--- src/sv/dog_pkg.sv ---
`timescale 1ns / 1ps
// ----------------------------------------------------------------------------
// dog_pkg
// Shared constants and types for the dilated occupancy grid unit.
// ----------------------------------------------------------------------------
package dog_pkg;

    localparam int GRID_MAX  = 64;
    localparam int CELL_W    = $clog2(GRID_MAX);
    localparam int GRID_W    = CELL_W + 1;
    localparam int SHARD_W   = CELL_W - 3;
    localparam int PLANE_W   = 3;
    localparam int ADDR_W    = 3 * SHARD_W + PLANE_W;
    localparam int STORE_D   = 1 << ADDR_W;
    localparam int WORD_W    = 64;
    localparam int COORD_W   = 13;
    localparam int NUM_W     = COORD_W + 1;
    localparam int FACTOR_W  = 8;
    localparam int DIL_W     = 7;
    localparam int CFG_IDX_W = 3;
    localparam int CFG_DAT_W = 8;
    localparam int IN_TDATA_W = 64;

    localparam logic [CFG_IDX_W-1:0] CFG_FACTOR   = 3'd0;
    localparam logic [CFG_IDX_W-1:0] CFG_DILATION = 3'd1;
    localparam logic [CFG_IDX_W-1:0] CFG_GRID_Z   = 3'd2;
    localparam logic [CFG_IDX_W-1:0] CFG_GRID_Y   = 3'd3;
    localparam logic [CFG_IDX_W-1:0] CFG_GRID_X   = 3'd4;

    typedef logic [ADDR_W-1:0] t_addr;
    typedef logic [WORD_W-1:0] t_word;
    typedef logic [NUM_W-1:0]  t_num;

endpackage

--- src/sv/dog_div.sv ---
`timescale 1ns / 1ps
// ----------------------------------------------------------------------------
// dog_div
// Restoring divider lane, one quotient bit per cycle while i_run is high, MSB first.
// ----------------------------------------------------------------------------
module dog_div (
    input  logic                            i_clk,
    input  logic                            i_start,
    input  logic                            i_run,
    input  dog_pkg::t_num                   i_numer,
    input  logic [dog_pkg::FACTOR_W-1:0]    i_denom,
    output dog_pkg::t_num                   o_quot
);
    import dog_pkg::*;

    logic [FACTOR_W-1:0] r_rem;
    t_num                r_num;
    t_num                r_quot;
    logic [FACTOR_W-1:0] r_den;
    logic [FACTOR_W:0]   trial;
    logic                fits;

    always_comb begin
        trial = {r_rem, r_num[NUM_W-1]};
        fits  = trial >= {1'b0, r_den};
    end

    always_ff @(posedge i_clk) begin
        if (i_start) begin
            r_rem  <= '0;
            r_num  <= i_numer;
            r_quot <= '0;
            r_den  <= i_denom;
        end else if (i_run) begin
            // remainder stays below the divisor, so it fits in FACTOR_W bits
            r_rem  <= fits ? FACTOR_W'(trial - {1'b0, r_den}) : trial[FACTOR_W-1:0];
            r_num  <= {r_num[NUM_W-2:0], 1'b0};
            r_quot <= {r_quot[NUM_W-2:0], fits};
        end
    end

    assign o_quot = r_quot;

endmodule

--- config.mk ---
export PLATFORM = sky130hd
export DESIGN_NAME = dog_div
export DESIGN_NICKNAME = d
export VERILOG_FILES = /design/src/sv/dog_pkg.sv /design/src/sv/dog_div.sv
export SDC_FILE = /design/constraint.sdc
export NUM_CORES = 1
export LEC_CHECK = 0
export BUFFER_PORTS_ARGS = -buffer_cell sky130_fd_sc_hd__buf_4
export CAP_MARGIN = 0
export CORE_MARGIN = 3
export CORE_UTILIZATION = 55
export CTS_CLUSTER_DIAMETER = 200
export DETAILED_ROUTE_END_ITERATION = 10
export PLACE_DENSITY = 0.79
export SYNTH_ARGS = -nofsm -noshare
export SYNTH_HDL_FRONTEND = slang
export SYNTH_SLANG_ARGS = --single-unit
--- constraint.sdc ---
create_clock -name i_clk -period 2.3 [get_ports i_clk]
set_clock_uncertainty 0.2 [all_clocks]
set_input_delay 0.115 -clock i_clk [delete_from_list [all_inputs] [get_ports i_clk]]
set_output_delay 0.115 -clock i_clk [all_outputs]
set_load 0.01 [all_outputs]
==> results by group <==
Synth
  – Yosys cell types: 40
  – Seq/Total Area, Yosys: 52.5%
  – Ys flop type: edfxtp_1
  – Main area contributors after synthesis: edfxtp_1 32%, dfxtp_1 21%, mux2i_1 8.1%, mux2_2 7.0%, ha_1 4.8%
  – Number of flops mapped to enable cells by yosys: 22
  – Syn Inst Count: around 180
  – Post-Syn Area per Cell: about 12 um^2
  – Synth async-reset ratio: 0%
  – Cell area after synthesis: 2100 um^2
  – Leading post-synthesis cells by instance count: 26 x nor2_1, 22 x dfxtp_1, 22 x edfxtp_1
  – Synth Warn #: 0
  – Area leader, netlist: edfxtp_1
  – Post-Syn Nets: 216
  – Most frequent cell after synthesis: nor2_1
  – Synth top area share: a little under a third
  – FF+latch count, synth: 44

Placed design
  – DP Wirelength: approximately 2.9 mm
  – Routability cong.: about 0.84
  – Port buffer count: 38

Finish
  – Register area: around 1100 um^2
  – Multi-input gate area: just over 900 um^2
  – Nets: between 200 and 300
  – Antenna cells: 0
  – P&R area growth vs syn: 29.8%
  – Fraction of layout cells with a size suffix above 1: just under 30%
  – FILL cells: roughly 220

Pwr
  – PwrDens: approximately 640 nW/um^2
  – Total chip power: between 0.0015 and 0.002 W
  – P_leak: 1.18 nW
  – Peak supply drop: around 0.00054 V

CTS
  – Clock Sinks: 44
  – Worst-Skew Late Latency: about 0.30 ns
  – Buffer depth of the longest clock path: 2
  – Worst-path clk slew: ~0.080 ns
  – TritonCTS clock tree: done
  – Htree depth: 2
  – Clock buffer count from CTS: 5
  – Root buffer cell: clkbuf_8
  – # Post-CTS Setup Buffers: 0

Min path
  – Hold WC Path Type: in -> reg
  – WHS Path Cells: 2

Detailed routing
  – Final ANT Viol Nets: 0
  – WL met1: 1.74 mm
  – DRT Pass-1 Iters: 4
  – Metal3 WL: 165 um
  – Via/cell ratio: ~5.3
  – Iteration-0 DRC Markers: 63
  – # DRC: 0
  – Via count: 1534
  – WL final: 4.47 mm
  – Routed len/inst: roughly 15 um
  – Detail Route met2 WL: 2.45 mm
  – Top routing layer in use: met4

STA
  – Unrepaired setup endpoints after global routing: false
  – Final hold violation count: 0
  – Minimum clock period: ~2.1 ns
  – Setup TNS Final: 0 ns
  – Post-route clock period utilization: 93.0%
  – F_max: 0.468 GHz
  – Relative slew slack: between 60% and 70%
  – Slew Viols, Final: 0
  – Worst-Margin Slew: 0.541 ns
  – Final setup violation count: 0

Floorplanning
  – # IOs: 39
  – Core ar.: about 3500 um^2
  – Die Ht: about 68 um
  – Starting Density: between 60 and 70%
  – Die X: 67.7 um
  – Die Area: about 4600 um^2
  – # rows: 21

Worst setup path
  – Worst EP required: 2.31 ns
  – Arr. time, crit path: between 2 and 2.5 ns
  – CP Launch Type: flip-flop
  – Critical Path End Type: flip-flop
  – Kind of critical path: reg -> reg
  – Critical path peak fanout: 3
  – Worst R2R Path Depth: 8

Global route
  – Global-route wire length before repair: a little over 7 mm
  – Grt ovf: 0
  – Largest net degree at the start of global routing: 43
  – Initial antenna violation count: 0
  – Tot GR Track Use: 22.2%
  – Vias in the first global route: around 1600

Status
  – Outcome: finished clean

Job
  – Max-cap viol count: 0
==> power breakdown <==
group	total [W]	internal, W	switching, W
combinational	0.000349	0.000177	0.000172
sequential	0.000906	0.000882	0.0000243
clock	0.000489	0.000216	0.000273
total	0.00174	0.00128	0.000469
==> logic make-up (layout without fill, tap and decap cells) <==
family / after synthesis / count (layout) / share of synthesized area (%)
mux: 32 / 32 / 16.3
simple gates: 51 / 51 / 11.1
buf+inv: 19 / 81 / 3.88
xor+xnor: 5 / 5 / 2.09
compound gates: 22 / 22 / 8.35
flops: 44 / 44 / 52.5
fa+ha+maj: 9 / 9 / 5.73
==> worst max-delay path, stage by stage (launching register included) <==
cell,delay (ns)
edfxtp_1,0.38
inv_1,0.08
ha_1,0.19
fa_1,0.22
nand2b_1,0.15
a21oi_1,0.08
or4_1,0.39
and4_1,0.20
o31ai_2,0.18
==> state kept, by name (all words and copies together), names as in the netlist <==
register and flops:
r_num 14, o_quot 14, r_den 8, r_rem 8
==> worst paths after layout <==
check / start / end / slack (ns)
max reg2reg: r_num[13] / r_rem[6] / 0.16
min: i_start / o_quot[7] / 0.05
max: r_num[13] / r_rem[6] / 0.16
min reg2reg: r_rem[1] / r_rem[1] / 0.31
==> cell type report <==
class	instances	share of cell area, %
Sequential cell	44	40.5
Multi-Input combinational cell	119	33.7
Timing Repair Buffer	61	18.9
Clock buffer	5	2.53
Tap cell	46	2.11
Inverter	12	1.66
Clock inverter	3	0.736
==> metal layers <==
layer	up-vias	GRT usage [%]
li1	758	-
met5	-	0
met4	0	9.62
met2	41	40.1
met3	10	5.82
met1	725	24.1
==> layout by cell type, fill, tap and decap left out, drive strengths merged, types with 3 or more instances in the layout <==
master,synthesis,routed
a211oi,3,3
a21oi,6,6
buf,4,39
clkbuf,3,5
dfxtp,22,22
dlygate4sd3,0,22
edfxtp,22,22
ha,8,8
inv,12,14
mux2,15,15
mux2i,17,17
nand2,11,11
nand2b,4,4
nor2,26,26
o21ai,6,6
xnor2,3,3
==> what timing repair did <==
item | 4_1_cts | 5_1_grt
gates resized for setup | 0 | 1
hold buffers | 22 | 0
endpoints found under the setup margin | 0 | 3
endpoints found under the hold margin | 22 | 0
==> stage by stage <==
| stage | util (%) | cell area (um^2) | instances | hold WS, ns | setup slack (ns) |
|---|---|---|---|---|---|
| floorplan | - | 2100 | 182 | 0.0139 | 0.360 |
| global placement | 69.0 | 2410 | 260 | 0.0928 | 0.163 |
| detailed placement | 69.0 | 2410 | 260 | 0.0950 | 0.135 |
| CTS | 77.8 | 2720 | 290 | 0.0506 | 0.126 |
| global route | 77.9 | 2720 | 290 | 0.0649 | 0.00546 |
| finish | 77.9 | 2720 | 290 | 0.0536 | 0.162 |
No activity file was read; power rests on OpenSTA's default activity.
